**config.mk**
```make
export PLATFORM = sky130hd
export DESIGN_NAME = gdzn_div
export DESIGN_NICKNAME = d
export VERILOG_FILES = /design/src/rtl/gdzn_div.sv
export SDC_FILE = /design/constraint.sdc
export NUM_CORES = 2
export LEC_CHECK = 0
export ABC_AREA = 1
export CELL_PAD_IN_SITES_DETAIL_PLACEMENT = 1
export CELL_PAD_IN_SITES_GLOBAL_PLACEMENT = 2
export CORE_MARGIN = 1.5
export CORE_UTILIZATION = 30
export CTS_BUF_LIST = sky130_fd_sc_hd__clkbuf_16
export DETAILED_ROUTE_END_ITERATION = 8
export DONT_BUFFER_PORTS = 1
export PLACE_DENSITY = 0.76
export SLEW_MARGIN = 10
export SYNTH_ARGS = -nofsm -noshare
export SYNTH_HDL_FRONTEND = slang
export SYNTH_SLANG_ARGS = --single-unit
```
**constraint.sdc**
```tcl
create_clock -name clk -period 2.6 [get_ports clk]
set_input_delay 0.39 -clock clk [delete_from_list [all_inputs] [get_ports clk]]
set_output_delay 0.39 -clock clk [all_outputs]
set_load 0.1 [all_outputs]
```
**src/rtl/gdzn_div.sv**
```systemverilog
`default_nettype none
// ----------------------------------------------------------------------------
// gdzn_div
// Pipelined restoring divider: one quotient bit per stage. The quotient must
// fit in QUO_W bits; a new division enters every cycle.
// ----------------------------------------------------------------------------
module gdzn_div #(
	parameter int NUM_W = 46,
	parameter int DEN_W = 31,
	parameter int QUO_W = 15
) (
	input  wire logic             clk,
	input  wire logic [NUM_W-1:0] num,
	input  wire logic [DEN_W-1:0] den,
	output logic      [QUO_W-1:0] quo
);
	localparam int CMP_W = (NUM_W > DEN_W + QUO_W) ? NUM_W : DEN_W + QUO_W;

	logic [NUM_W-1:0] rem_w [0:QUO_W];
	logic [DEN_W-1:0] den_w [0:QUO_W];
	logic [QUO_W-1:0] quo_w [0:QUO_W];
	logic [NUM_W-1:0] rem_s [0:QUO_W-1];
	logic [DEN_W-1:0] den_s [0:QUO_W-1];
	logic [QUO_W-1:0] quo_s [0:QUO_W-1];

	assign rem_w[0] = num;
	assign den_w[0] = den;
	assign quo_w[0] = '0;

	for (genvar k = 0; k < QUO_W; k++) begin : g_stage
		localparam int B = QUO_W - 1 - k;
		logic [CMP_W-1:0] dsh;
		logic             ge;

		assign dsh = CMP_W'(den_w[k]) << B;
		assign ge  = CMP_W'(rem_w[k]) >= dsh;

		always_ff @(posedge clk) begin
			rem_s[k] <= ge ? NUM_W'(CMP_W'(rem_w[k]) - dsh) : rem_w[k];
			den_s[k] <= den_w[k];
			quo_s[k] <= ge ? (quo_w[k] | (QUO_W'(1) << B)) : quo_w[k];
		end

		assign rem_w[k+1] = rem_s[k];
		assign den_w[k+1] = den_s[k];
		assign quo_w[k+1] = quo_s[k];
	end

	assign quo = quo_w[QUO_W];

endmodule
`default_nettype wire

```
Word level (Yosys, flattened, before mapping) --
Memories as Yosys holds them, arrays and structs flattened. Index checks and enable logic that the tools add are counted.
Cells by class: reductions and logical operators 0, add/sub/neg operators 15, equal/unequal tests 0, div/mod/pow operators 0, multiply operators 0, muxes and demuxes 30, shift operators 0, bitwise operators 0, $lt $le $gt $ge 15
Operator list (count):
- $mux 46 | 15
- $ge 46x31->1 | 1
- $ge 46x32->1 | 1
- $ge 46x33->1 | 1
- $ge 46x34->1 | 1
- $ge 46x35->1 | 1
- $ge 46x36->1 | 1
- $ge 46x37->1 | 1
- $ge 46x38->1 | 1
- $ge 46x39->1 | 1
- $ge 46x40->1 | 1
- $ge 46x41->1 | 1
- $ge 46x42->1 | 1
- $ge 46x43->1 | 1
- $ge 46x44->1 | 1
- $ge 46x45->1 | 1
- $sub 46x31->46 | 1
- $sub 46x32->46 | 1
- $sub 46x33->46 | 1
- $sub 46x34->46 | 1
- $sub 46x35->46 | 1
- $sub 46x36->46 | 1
- $sub 46x37->46 | 1
- $sub 46x38->46 | 1
- 22 further kinds | 22
Word-level totals: ROM bits 0, register bits after elaboration 0, latch bits 0, bits in writable memories 1380, word-level logic and storage cells 63, memories 3, output and inout port bits 15, input bits 78
Memory list:
- rem_s | depth 15, bits a word 46, read ports 14, clocked after Yosys merged registers in 0, write ports 15, line 22 | logic [NUM_W-1:0] rem_s [0:QUO_W-1];
- den_s | depth 15, bits a word 31, read ports 14, clocked after Yosys merged registers in 0, write ports 15, line 23 | logic [DEN_W-1:0] den_s [0:QUO_W-1];
- quo_s | depth 15, bits a word 15, read ports 15, clocked after Yosys merged registers in 0, write ports 15, line 24 | logic [QUO_W-1:0] quo_s [0:QUO_W-1];

Longest topological paths before layout --
An unclocked memory read counts as a cell.
depth after elaboration 3, gate-level depth with buffers 18, depth with buffers taken out 17

Worst setup path before layout --
OpenSTA, ideal clock, no wires.
path kind input -> register, start in num[14], end mem rem_s[0][17], slack 0.381 ns, data required time 2.475 ns, arrival time 2.094 ns, stages on the path 15, buffers on the path 1, setup time 0.125 ns, cells stage by stage inv_1 -> ha_1 -> inv_1 -> fa_1 -> nand3_1 -> nand3_2 -> nand2_1 -> nand2_1 -> nand2_1 -> nand3_2 -> nand2_1 -> nand2_1 -> nor2_2 -> clkbuf_1 -> o21ai_0
RTL lines:
- start: declaration | line 13 | input wire logic [NUM_W-1:0] num,
- end: declaration | line 22

==> summary.md <==
| Metric | Value |
|---|---|
| Status | finished, final reports clean |
| Critical path origin | den_s[6][30] |
| Crit path arrival time | 3.27 ns |
| Final-report hold violation count | 0 |
| Max FO, Critical Path | 6 |
| Worst-path clk slew | 0.06 ns |
| Global-route wire length before repair | 475,500 um |
| Startpoint types | flop |
| Post-Synth XOR/XNOR Area | 3.050% |
| Commonest cells after routing, fill and taps aside | nand2_1 (4,664), inv_1 (2,311), dfxtp_1 (1,161) |
| R2r endpoint | rem_s[0][367] |
| Die ar. | 244,200 sq um |
| Achievable Freq | 396.3 MHz |
| Routed wire per std cell | 20.47 um |
| Simple-gate share of the synthesized area | 37.70% |
| CTS tree | yes |
| Tcrit/Tclk final | 97.04% |
| Slew Viols, Final | 0 |
| Slew of the pin with the lowest slew margin | 0.9879 ns |
| Worst skew pair latency | 0.81 ns |
| Main combinational cell family by area after synthesis | simple AND/OR/NAND/NOR gates |
| Mux contribution to synthesized area | 0% |
| Net Count, Synth | 12.24k |
| Cell type with the highest aggregate area in the netlist | dfxtp_1 |
| Buffer type at the clock tree root | clkbuf_16 |
| Reg2reg start | den_s[6][30] |
| Peak ir drop on the vdd network | 0.0008049 V |
| CP peak stage delay | 0.44 ns |
| Vias in the first global route | 76.37k |
| Starting DRT DRC Count | 3,821 |
| Slew margin rel. | 34.05% |
| Fillers | 31.50k |
| Total grt overflow | 0 |
| Synth top area share | 33.14% |
| Synth Instances | 11.68k |
| Distinct cell type count after synthesis | 47 |
| All-layer global routing usage | 25.92% |
| IO Count | 93 |
| CP required | 3.34 ns |
| Routability cong. | 0.9356 |
| CTS Sinks | 1,198 |
| HP Class | input port to flop |
| End of the critical path | rem_s[0][367] |
| Synth Area in Compound Gates | 4.620% |
| TritonCTS buffer count | 152 |
| Reg2reg path depth | 12 |
| Initial antenna violation count | 13 |
| Final Core Density | 36.23% |
| Port-buffer cells | 0 |
| Top post-synthesis cells by area | dfxtp_1 (33%), nand2_1 (24%), inv_1 (12%) |
| Die height | 494.1 um |
| DIE WIDTH | 494.1 um |
| Critical path class | flop to flop |
| Via count | 72.94k |
| DPL Wire Length | 278,000 um |
| ANT nets after route | 0 |
| CORE AREA | 240,100 sq um |
| Area grow syn2layout | 20.20% |
| Final Instance Count excl. Fillers | 15.71k |
| First-pass DRT Iterations | 5 |
| Initial Utilization | 30.14% |
| Critical path capture point type | flop |
| Post-synthesis average cell area | 6.193 sq um |
| Final setup fails | 0 |
| R2R Setup Slk | 0.08 ns |
| Worst path slowest cell | dfxtp_1 |
| Post-synthesis adder-cell area fraction | 8.427% |
| Final Skew | 0.03897 ns |
| Final Net Count | 12.96k |
| Post-synthesis register bit count | 1,198 |
| Core Rows | 180 |
| Register area share after synthesis | 33.14% |
| Mapped cell area | 72,360 sq um |
| Setup TNS | 0 ns |
| Largest net degree at the start of global routing | 41 |
| Layout cells sized above 1 | 8.823% |
| Commonest non-fill, non-tap cell in the layout | nand2_1 |
| Crit path cell chain | inv_1, ha_1, nand2_1, nor2_1, inv_1, o21ai_0, nor2_1, nand2_4, inv_4, buf_12, a21oi_2, buf_4 |
| Most used DFF post-synth | dfxtp_1 |
| DR vias/cell | 4.642 |
| H-tree lvl count | 4 |
| Period minus WS final | 2.523 ns |
| Yosys warning count | 0 |
| Ys async rst share | 0% |
| Remaining routing DRC violations | 0 |
| EDFF count, synth | 0 |
| Leakage | 48.08 nW |
| Clk buf depth | 3 |
| Power Dens Cells | 1295 nW/um^2 |
| Maxcap violations | 0 |
| Detailed Route WL | 321,700 um |
| Placed Cells incl. Taps | 15.35k |
-- stage by stage --
step,area (sq um),setup slack [ns],hold slack (ns),power [mW]
after CTS,86410,-0.04860,0.001412,112.8
after global routing,86970,-0.03493,0.05568,121.5
final,86980,0.07689,0.05702,112.7
after floorplan,72360,0.3808,0.3096,64.27
after global placement,80530,-0.1333,0.3101,89.60
after detailed placement,80530,-0.1746,0.3132,90.47
-- synth_stat cells (3+ instances only) --
master and count:
nand2_1 4687, inv_1 2301, dfxtp_1 1198, nor2_1 974
nand3_1 636, ha_1 465, a21oi_1 378, xor2_1 218
o21ai_0 153, nand4_1 140, nor3_1 94, nand3b_1 75
buf_6 36, a21oi_2 34, xnor2_1 34, buf_2 28
o21bai_1 28, buf_4 25, and2_1 23, nor2_2 21
nand2_2 18, nand3_2 16, fa_1 14, inv_2 11
nand2_4 10, nor4_1 10, or2_2 10, o21ai_1 7
a21o_1 6, nor3_2 5, a21boi_0 3, nor3b_1 3
o21a_1 3
-- cells by family after synthesis --
group           Yosys count
fa+ha+maj               479
xor+xnor                252
compound gates          618
flops                  1198
simple gates           6730
buf+inv                2407
-- registers in the layout, indices dropped and copies added (netlist names) --
signal / cells
quo_s: 120
den_s: 434
rem_s: 644
-- per-layer routing --
| layer | routed length (um) | vias to the layer above | GRT usage, % | share of wire, % |
|---|---|---|---|---|
| met4 | 12290 | 4 | 9.248 | 3.8 |
| met3 | 9375 | 436 | 2.277 | 2.9 |
| met2 | 159600 | 1173 | 47.02 | 50 |
| li1 | - | 36712 | - | - |
| met5 | 23 | - | 0 | 0.0072 |
| met1 | 140400 | 34612 | 31.67 | 44 |
-- report_power, final --
part	internal, mW	leakage (nW)	switching, mW
registers	23.8	10.1	6.28
clock network	12.5	2.49	9.11
logic	21.1	35.5	39.9
total	57.4	48.1	55.3
-- worst max-delay path, delay by kind of cell, from the launching register on --
kind | cells | cell delay [ns]
AND/OR/NAND/NOR | 4 | 0.66
flip-flops | 1 | 0.44
AO/OA/AOI/OAI | 2 | 0.45
adder cells (fa/ha/maj) | 1 | 0.34
buffers and inverters | 5 | 0.57
-- what timing repair did --
item                                    CTS  global route
hold buffers                             77             0
hold endpoints to repair                 77             0
pin swaps                                 0             7
setup buffers                             0             6
resized for setup                        23           159
endpoints found under the setup margin  108           365
cloned                                    0             2
-- layout make-up --
| type | count | area [sq um] | share of cell area [%] |
|---|---|---|---|
| Clock buffer | 155 | 3879 | 4.459 |
| Clock inverter | 117 | 1176 | 1.352 |
| Timing Repair Buffer | 659 | 5814 | 6.684 |
| Multi-Input combinational cell | 8079 | 39380 | 45.27 |
| Sequential cell | 1198 | 24030 | 27.63 |
| Tap cell | 3185 | 3985 | 4.581 |
| Antenna cell | 5 | 12.51 | 0.01438 |
| Inverter | 2316 | 8708 | 10.01 |
-- how the worst min path moves through the flow --
stage / startpoint / slack [ns] / depth (start not counted) / to
after floorplan: quo_s[9][10] / 0.31 / 0 / quo_s[10][10]
after global placement: quo_s[13][5] / 0.31 / 0 / quo_s[14][5]
after detailed placement: quo_s[10][14] / 0.31 / 0 / quo_s[11][14]
after CTS: den[17] / 0.001 / 5 / rem_s[0][31]
after global routing: num[24] / 0.06 / 3 / rem_s[0][24]
final: den[19] / 0.06 / 5 / rem_s[0][33]
Note: power is estimated with default switching activity, not from simulation.
