<file path="src/rtl/gdzn_pkg.sv">
`default_nettype none
// ----------------------------------------------------------------------------
// gdzn_pkg
// Shared widths, constants and register indexes of the gamepad dead zone
// normaliser.
// ----------------------------------------------------------------------------
package gdzn_pkg;

	localparam int AXIS_W   = 16;
	localparam int ROOT_W   = 16;
	localparam int DZ_W     = 15;
	localparam int TRIG_W   = 8;
	localparam int QUO_W    = 15;
	localparam int CFG_IDX_W = 2;

	localparam logic [DZ_W-1:0]   FULL_SCALE  = 15'd32767;
	localparam logic [TRIG_W-1:0] TRIGGER_MAX = 8'd255;

	// register indexes of the configuration port
	localparam logic [CFG_IDX_W-1:0] REG_LEFT_DZ  = 2'd0;
	localparam logic [CFG_IDX_W-1:0] REG_RIGHT_DZ = 2'd1;
	localparam logic [CFG_IDX_W-1:0] REG_TRIG_THR = 2'd2;

	localparam int LEFT_DZ_RST_I  = 7849;
	localparam int RIGHT_DZ_RST_I = 8689;

	localparam logic [DZ_W-1:0]     LEFT_DZ_RST     = DZ_W'(LEFT_DZ_RST_I);
	localparam logic [DZ_W-1:0]     RIGHT_DZ_RST    = DZ_W'(RIGHT_DZ_RST_I);
	localparam logic [2*DZ_W-1:0]   LEFT_DZ_SQ_RST  = (2*DZ_W)'(LEFT_DZ_RST_I * LEFT_DZ_RST_I);
	localparam logic [2*DZ_W-1:0]   RIGHT_DZ_SQ_RST = (2*DZ_W)'(RIGHT_DZ_RST_I * RIGHT_DZ_RST_I);
	localparam logic [TRIG_W-1:0]   TRIG_THR_RST    = 8'd30;

endpackage
`default_nettype wire

</file>
<file path="src/rtl/gdzn_isqrt.sv">
`default_nettype none
// ----------------------------------------------------------------------------
// gdzn_isqrt
// Pipelined integer square root, rounded down: one root bit per stage,
// ROOT_W stages, a new radicand every cycle.
// ----------------------------------------------------------------------------
module gdzn_isqrt (
	input  wire logic                          clk,
	input  wire logic [2*gdzn_pkg::ROOT_W-1:0] rad,
	output logic      [gdzn_pkg::ROOT_W-1:0]   root
);
	import gdzn_pkg::*;

	localparam int REM_W = 2 * ROOT_W;
	localparam int EXT_W = REM_W + 2;

	logic [REM_W-1:0]  rem_w  [0:ROOT_W];
	logic [ROOT_W-1:0] root_w [0:ROOT_W];
	logic [REM_W-1:0]  rem_s  [0:ROOT_W-1];
	logic [ROOT_W-1:0] root_s [0:ROOT_W-1];

	assign rem_w[0]  = rad;
	assign root_w[0] = '0;

	for (genvar k = 0; k < ROOT_W; k++) begin : g_stage
		localparam int B = ROOT_W - 1 - k;
		logic [EXT_W-1:0] delta;
		logic             ge;

		// (r + 2^B)^2 - r^2
		assign delta = (EXT_W'(root_w[k]) << (B + 1)) + (EXT_W'(1) << (2 * B));
		assign ge    = EXT_W'(rem_w[k]) >= delta;

		always_ff @(posedge clk) begin
			rem_s[k]  <= ge ? REM_W'(EXT_W'(rem_w[k]) - delta) : rem_w[k];
			root_s[k] <= ge ? (root_w[k] | (ROOT_W'(1) << B)) : root_w[k];
		end

		assign rem_w[k+1]  = rem_s[k];
		assign root_w[k+1] = root_s[k];
	end

	assign root = root_w[ROOT_W];

endmodule
`default_nettype wire

</file>
<file path="config.mk">
export PLATFORM = sky130hd
export DESIGN_NAME = gdzn_isqrt
export DESIGN_NICKNAME = d
export VERILOG_FILES = /design/src/rtl/gdzn_pkg.sv /design/src/rtl/gdzn_isqrt.sv
export SDC_FILE = /design/constraint.sdc
export NUM_CORES = 1
export LEC_CHECK = 0
export BUFFER_PORTS_ARGS = -buffer_cell sky130_fd_sc_hd__buf_2
export CORE_MARGIN = 4
export CORE_UTILIZATION = 44
export CTS_BUF_LIST = sky130_fd_sc_hd__clkbuf_8
export CTS_CLUSTER_SIZE = 10
export DETAILED_ROUTE_END_ITERATION = 8
export GPL_ROUTABILITY_DRIVEN = 0
export PLACE_DENSITY = 0.62
export SETUP_SLACK_MARGIN = 0.3
export SYNTH_ARGS = -nofsm -noshare
export SYNTH_HDL_FRONTEND = slang
export SYNTH_SLANG_ARGS = --single-unit
</file>
<file path="constraint.sdc">
create_clock -name clk -period 4 [get_ports clk]
set_input_delay 0.8 -clock clk [delete_from_list [all_inputs] [get_ports clk]]
set_output_delay 0.8 -clock clk [all_outputs]
set_load 0.02 [all_outputs]
</file>
# --- Yosys cells after proc, flatten, opt, wreduce, memory -nomap -nowiden ---
# Memories as Yosys holds them, arrays and structs flattened.
# Index checks and enable logic that the tools add are counted.
# Widths: inputs -> output; s select.
classes:
  n_addsub: 31
  mul: 0
  div: 0
  order_cmp: 16
  n_eq_ne: 0
  n_shift: 0
  n_mux: 32
  n_bitwise: 0
  reduce_logical: 0
op_table:
  columns: ["operator", "count"]
  rows:
  - ["$mux 32", 16]
  - ["$sub 32x32->32", 4]
  - ["$ge 32x34->1", 3]
  - ["$add 31x29->32 const B", 1]
  - ["$ge 32x21->1", 1]
  - ["$ge 32x22->1", 1]
  - ["$ge 32x23->1", 1]
  - ["$ge 32x24->1", 1]
  - ["$ge 32x25->1", 1]
  - ["$ge 32x26->1", 1]
  - ["$ge 32x27->1", 1]
  - ["$ge 32x28->1", 1]
  - ["$ge 32x29->1", 1]
  - ["$ge 32x30->1", 1]
  - ["$ge 32x31->1", 1]
  - ["$ge 32x31->1 const B", 1]
  - ["$ge 32x32->1", 1]
  - ["$sub 32x21->32", 1]
  - ["$sub 32x22->32", 1]
  - ["$sub 32x23->32", 1]
  - ["$sub 32x24->32", 1]
  - ["$sub 32x25->32", 1]
  - ["$sub 32x26->32", 1]
  - ["$sub 32x27->32", 1]
  - ["35 further kinds", 35]
totals:
  regBits: 0
  latch_bits: 0
  ramBits: 768
  mem_bits_ro: 0
  inputBits: 33
  output_inout_bits: 16
  word_cells: 81
  n_memories: 2
mem_list:
  columns: ["memory", "depth", "word_bits", "rd", "rd_clocked_by_memory_dff", "wr", "line", "source"]
  rows:
  - ["rem_s", 16, 32, 15, 0, 16, "gdzn_isqrt.sv:19", "logic [REM_W-1:0] rem_s [0:ROOT_W-1];"]
  - ["root_s", 16, 16, 16, 0, 16, "gdzn_isqrt.sv:20", "logic [ROOT_W-1:0] root_s [0:ROOT_W-1];"]

# --- Logic depth before layout (Yosys ltp) ---
# Gate-level depths: netlist of run 1.
# An unclocked memory read counts as a cell.
logic_depth:
  depth_word: 4
  ltp_mapped: 12
  depth_no_buf: 10

# --- Least setup slack after synthesis of run 1 ---
# Ideal clock, no wire load.
synth_timing:
  kind: "register to register"
  startpoint: "memory rem_s[1][184] (netlist name)"
  endpoint: "memory rem_s[1][220] (netlist name)"
  setup_ns: 0.118
  arrival_ns: 2.559
  required_time_ns: 3.882
  path_slack_ns: 1.323
  stages_incl_launch_ff: 10
  n_path_buf: 1
  period_less_slack_ns: 2.677
  path_cell_list: "dfxtp_1 -> or4_1 -> or3_4 -> or4_4 -> a211o_1 -> nor3b_2 -> buf_6 -> inv_4 -> o311a_1 -> xor2_1"
synth_lines:
  columns: ["element", "line"]
  rows:
  - ["start, declared", "gdzn_isqrt.sv:19"]

==> flow_summary.json, run 1 <==
{
  "syn_area_um2": 22870,
  "ys_ff_latch": 616,
  "antenna_found_initial": 1,
  "dieArea_um2": 55690,
  "timing.fmax_mhz": 318.4,
  "r2r_cells": 9,
  "final_util_pct": 50.43,
  "viasPerCell": 5.064,
  "slew_headroom_pct": 21.50,
  "min_path_cells": 1,
  "drv_slew": 0,
  "hold_violations": 0,
  "syn_area_per_cell_um2": 10.13,
  "multi_input_area_um2": 9714,
  "synth_largest_area_cell": "dfxtp_1",
  "netSwitchingPower_mw": 6.217,
  "status": "completed",
  "cts_sinks": 616,
  "cts_tree": "done",
  "grt_pass1_wl_mm": 78.00,
  "insertion_delay_ns": 0.66,
  "cts.path.max_buffers": 3,
  "worst_setup_path_end_kind": "flop",
  "root_buffer": "clkbuf_8",
  "drt_iter0_drc": 760,
  "grt_max_degree": 39,
  "dr.pass1.iters": 6,
  "seqPwrFrac_pct": 45.2,
  "die_w_um": 236.0,
  "start_util_pct": 44.49,
  "regArea_um2": 12330,
  "hold_path_startpoint": "rad[14]",
  "synthTopCellsByArea": "dfxtp_1 54%, ha_1 8.2%, xor2_1 3.9%",
  "ctsResizeCount": 0,
  "finalCritPeriodShare_pct": 78.51,
  "cts_hold_buf": 0,
  "overflow": 0,
  "seq_area_frac_synth_pct": 53.92,
  "hold_path_class": "in -> reg",
  "combPwrFrac_pct": 27.4,
  "rsz0062_at_grt": "false",
  "switching_share_pct": 32.29,
  "post_cts_buffers": 0,
  "setup_tns_ns": 0,
  "stdcell_count": 3132,
  "fillCellCount": 4612,
  "cts_max_level": 3,
  "tightest_slew_ns": 1.169,
  "cts_made_buffers": 95,
  "final_nets": 2564,
  "postRouteAntennaNets": 0,
  "clkSlewWorstSetupHoldPaths_ns": 0.06,
  "ys.flop_type": "dfxtp_1",
  "yosysWarnings": 0,
  "port_buffers": 48,
  "area_growth_syn_to_layout_pct": 13.35,
  "cp-start-kind": "flop",
  "grt_pass1_vias": 16620,
  "design_area_um2": 25930,
  "syn_inst": 2257,
  "ios": 49,
  "finalCriticalPeriod_ns": 3.140,
  "synth_cell_types": 72,
  "totalWireLength_mm": 47.34,
  "vias": 15860,
  "grtUsageTotal_pct": 16.80,
  "rows": 83,
  "synth_edf_count": 0,
  "setup_violations": 0,
  "fin_hold_ws_ns": 0.2568,
  "critPathArrivalTime_ns": 3.68,
  "skew_ns": 0.02307,
  "synth_nets": 2440,
  "core_um2": 51410,
  "rrSetupSlack_ns": 0.86,
  "drc": 0,
  "clock_power_share_pct": 27.4,
  "r2r-end": "rem_s[1][220]",
  "ir_drop_uv": 511.2,
  "async_flop_share_pct": 0,
  "layout-drive-gt1-share_pct": 9.673,
  "wl_per_cell_um": 15.11,
  "regToRegStartpoint": "rem_s[1][178]",
  "worstSetupPathType": "reg -> reg",
  "synth_top_area_share_pct": 53.92,
  "power_density_nw_per_um2": 742.5,
  "intPower_mw": 13.03,
  "hpwlAfterDp_mm": 36.20,
  "cp_max_fo": 38,
  "p_leak_nw": 11.92,
  "die_h_um": 236.0,
  "dp.cells": 2964,
  "min_to": "rem_s[0][14]",
  "place_area_um2": 23950,
  "crit_required_ns": 4.54,
  "maxCapViolCount": 0
}
## metrics by stage
step                      power (mW)  worst slack (ns)
after floorplan                12.67             1.323
after global placement         13.87            0.9727
after detailed placement       14.04            0.9023
after CTS                      19.40            0.8841
after global routing           20.55            0.6319
final                          19.25            0.8597
## per-layer routing
layer / track usage [%] / vias up / routed length (µm)
met4: 8.898 / 0 / 2232
li1: - / 8104 / -
met5: 0 / - / 0
met1: 16.41 / 7249 / 17990
met2: 32.70 / 356 / 25350
met3: 3.660 / 151 / 1768
## layout make-up
class                           instances  share of cell area, %
Sequential cell                       616                  47.57
Multi-Input combinational cell       1419                  37.47
Clock buffer                          117                  6.211
Tap cell                              680                  3.282
Inverter                              189                  2.746
Clock inverter                         49                  1.385
Timing Repair Buffer                   60                  1.322
Antenna cell                            2                0.01930
## registers in the layout, indices dropped and copies added (netlist names)
register / cells
rem_s: 480
root_s: 136
## power by group through the flow
stage | clock network (mW) | registers (mW) | logic [mW]
after floorplan | 0 | 8.47 | 4.20
after global placement | 0 | 8.81 | 5.06
after detailed placement | 0 | 8.83 | 5.22
after CTS | 5.45 | 8.70 | 5.25
after global routing | 5.73 | 8.88 | 5.94
final | 5.27 | 8.71 | 5.27
## cell usage in the layout, fill, tap and decap left out, drive strengths merged, types with 11 or more instances in the layout
| master | instances |
|---|---|
| a21o | 30 |
| nor4 | 80 |
| or4 | 15 |
| nand4 | 28 |
| xor2 | 101 |
| o21ai | 135 |
| nand3 | 32 |
| clkbuf | 117 |
| a211oi | 11 |
| nand2b | 30 |
| o31ai | 13 |
| xnor2 | 98 |
| a21oi | 116 |
| nor2b | 20 |
| ha | 150 |
| inv | 220 |
| dfxtp | 616 |
| nand2 | 149 |
| nor3 | 69 |
| nor4b | 13 |
| nor2 | 123 |
| o21a | 19 |
| or3 | 35 |
| buf | 60 |
## logic make-up after synthesis
kind of cell / after synthesis / synth area share [%]
and+or+nand+nor: 655 / 15.14
DFF: 616 / 53.92
AOI/OAI and AO/OA: 399 / 10.63
buffers and inverters: 222 / 3.731
xor gates and xnor gates: 199 / 7.620
adders and majority gates: 150 / 8.206
muxes: 16 / 0.7495
## cells in the mapped netlist (all sizes together), types with 10 or more instances
library cell,count
nor3,69
or4,15
nor2b,20
a21o,30
a21oi,116
xor2,101
or3,35
dfxtp,616
nor2,123
o21a,19
nand2b,30
xnor2,98
nor4b,13
o31ai,13
nor4,80
clkbuf,26
nand2,149
nand4,28
a211oi,11
nand3,32
inv,189
o21ai,135
nor3b,10
ha,150
## worst max-delay path by stage
stage                        from            end  cells past startpoint
finish              rem_s[1][178]  rem_s[1][220]                      9
global route        root_s[1][42]  rem_s[1][121]                      9
CTS                 rem_s[1][178]  rem_s[1][220]                      9
detailed placement  rem_s[1][178]  rem_s[1][220]                      9
global placement    rem_s[1][178]  rem_s[1][220]                      9
floorplan           rem_s[1][184]  rem_s[1][220]                      9
## critical path: stages, from the launching register on
cell and delay [ns]:
dfxtp_1 0.37, or3_1 0.45, or3_4 0.43, or4_4 0.50, a211o_1 0.29, nor3b_4 0.19
buf_4 0.36, inv_4 0.11, o311a_1 0.16, xor2_1 0.14
(Power assumes the default switching activity.)
==> run 2, diff against run 1 <==
clock period = 2.95 ns   (was 4 ns; I/O delays follow)
==> run 2 against run 1 <==
Compared with the run above:
- first-iteration DRC count is 11% lower
- sequential power increased by 37%
- clock power up 34%
- largest power group unchanged
- core utilization up 3.3 points
- global-route usage is 0.54 points higher
- highest routed layer unchanged
==> flow_summary.json, run 2 (synthesis gave the netlist of run 1 again) <==
{
  "ios": 49,
  "start_util_pct": 44.49,
  "endpoint": "rem_s[1][220]",
  "cts_max_level": 3,
  "rrSetupSlack_ns": 0.12,
  "cts_sinks": 616,
  "dp.cells": 3004,
  "die_h_um": 236.0,
  "r2r_cells": 9,
  "hold_violations": 0,
  "cp_max_fo": 5,
  "worstSetupPathType": "reg -> reg",
  "wl_per_cell_um": 15.35,
  "r2r-end": "rem_s[1][220]",
  "maxCapViolCount": 0,
  "multi_input_area_um2": 10590,
  "final_common_cell": "dfxtp_1",
  "grt_max_degree": 28,
  "crit_required_ns": 3.51,
  "core_um2": 51410,
  "regArea_um2": 12340,
  "grt_pass1_wl_mm": 80.10,
  "largest_reg_flops": 480,
  "cts_made_buffers": 93,
  "final_nets": 2654,
  "root_buffer": "clkbuf_8",
  "regToRegStartpoint": "rem_s[1][184]",
  "crit_slowest_cell": "or4_1",
  "timing.fmax_mhz": 353.0,
  "setup_violations": 0,
  "final_cell_mix": "607 x dfxtp_1, 210 x inv_1, 147 x nand2_1",
  "rows": 83,
  "vias": 16300,
  "fillCellCount": 4485,
  "cts_tree": "done",
  "worst_setup_path_end_kind": "flop",
  "rsz0062_at_grt": "true",
  "status": "completed",
  "viasPerCell": 5.060,
  "grt_pass1_vias": 16900,
  "dr.pass1.iters": 4,
  "drv_slew": 0,
  "regMostFlops": "rem_s",
  "critPathArrivalTime_ns": 3.39,
  "totalWireLength_mm": 49.45,
  "cp-startpoint": "rem_s[1][184]",
  "hold_path_class": "in -> reg",
  "finalCritPeriodShare_pct": 96.04,
  "slew_headroom_pct": 55.92,
  "setup_tns_ns": 0,
  "dieArea_um2": 55690,
  "skew_ns": 0.02228,
  "antenna_found_initial": 2,
  "area_growth_syn_to_layout_pct": 20.72,
  "insertion_delay_ns": 0.68,
  "layout-drive-gt1-share_pct": 16.57,
  "cts.path.max_buffers": 3,
  "overflow": 0,
  "hpwlAfterDp_mm": 36.74,
  "drc": 0,
  "ir_drop_uv": 599.3,
  "finalCriticalPeriod_ns": 2.833,
  "tightest_slew_ns": 0.6568,
  "grtUsageTotal_pct": 17.34,
  "die_w_um": 236.0,
  "power_density_nw_per_um2": 979.0,
  "port_buffers": 48,
  "stdcell_count": 3222,
  "max_stage_delay_ns": 0.51,
  "clkSlewWorstSetupHoldPaths_ns": 0.06,
  "postRouteAntennaNets": 0,
  "drt_iter0_drc": 677,
  "worstPathCellList": "or4_1 -> or3_4 -> or4_4 -> a211o_1 -> nor3b_4 -> buf_6 -> inv_8 -> o311a_1 -> xor2_1",
  "top_regs": "rem_s x480, root_s x136",
  "p_leak_nw": 12.41,
  "cp-start-kind": "flop",
  "total_power_mw": 27.03
}
==> run 2: cell count changes in the layout (fill, tap and decap cells not counted), sizes merged <==
cell	before	now
inv	220	217
clkbuf	117	121
clkinv	10	11
buf	60	122
bufinv	5	2
clkinvlp	3	2
dlygate4sd3	0	30
==> run 2: area by class of cell <==
class | instances | share of cell area (%)
Multi-Input combinational cell | 1419 | 38.34
Tap cell | 680 | 3.081
Clock inverter | 43 | 1.056
Clock buffer | 121 | 6.031
Inverter | 189 | 2.597
Timing Repair Buffer | 152 | 4.173
Sequential cell | 616 | 44.70
Antenna cell | 2 | 0.01813
==> run 2: routing by layer <==
metal / routed length (µm) / global-route usage, % / part of all wire, %
met5: 0 / 0 / 0
met3: 1553 / 3.437 / 3.1
met1: 18610 / 16.81 / 38
met2: 27310 / 34.72 / 55
met4: 1979 / 8.044 / 4.0
==> run 2: what timing repair did <==
action | CTS | global route
gates resized for setup | 45 | 122
endpoints found under the setup margin | 89 | 125
setup buffers | 9 | 13
hold endpoints to repair | 30 | 0
pin swaps | 8 | 33
hold buffers | 30 | 0
==> run 2: where the power goes <==
part,total [mW],internal [mW],switching (mW)
registers,11.9,10.4,1.53
clock network,7.04,3.88,3.15
logic,8.07,3.87,4.21
==> run 2: worst min path at each step <==
| stage | start | end | slack (ns) | depth (start not counted) |
|---|---|---|---|---|
| floorplan | rem_s[0][96] | rem_s[0][128] | 0.32 | 0 |
| global placement | rem_s[1][32] | rem_s[1][64] | 0.33 | 0 |
| detailed placement | root_s[1][43] | root_s[1][59] | 0.34 | 0 |
| CTS | rad[31] | rem_s[0][31] | 0.15 | 3 |
| global route | rad[31] | rem_s[0][31] | 0.15 | 3 |
| finish | rad[31] | rem_s[0][31] | 0.19 | 3 |
==> run 2: critical path: cells and delay by family, from the launching register on <==
family | cells | cell delay (ns)
AO/OA/AOI/OAI | 2 | 0.40
flip-flops | 1 | 0.32
buffers and inverters | 2 | 0.24
AND/OR/NAND/NOR | 4 | 1.61
XOR/XNOR | 1 | 0.14
==> run 2: per-stage QoR <==
step           hold slack, ns  utilization, %  instance area (µm²)  setup WS (ns)
4_1_cts                0.1492           52.18                26830         0.1703
5_1_grt                0.1537           53.71                27610        0.08021
3_3_place_gp           0.3261           47.18                24250         0.1390
6_report               0.1939           53.71                27610         0.1167
3_5_place_dp           0.3357           47.18                24250        0.03595
2_1_floorplan          0.3224               -                22870         0.2926
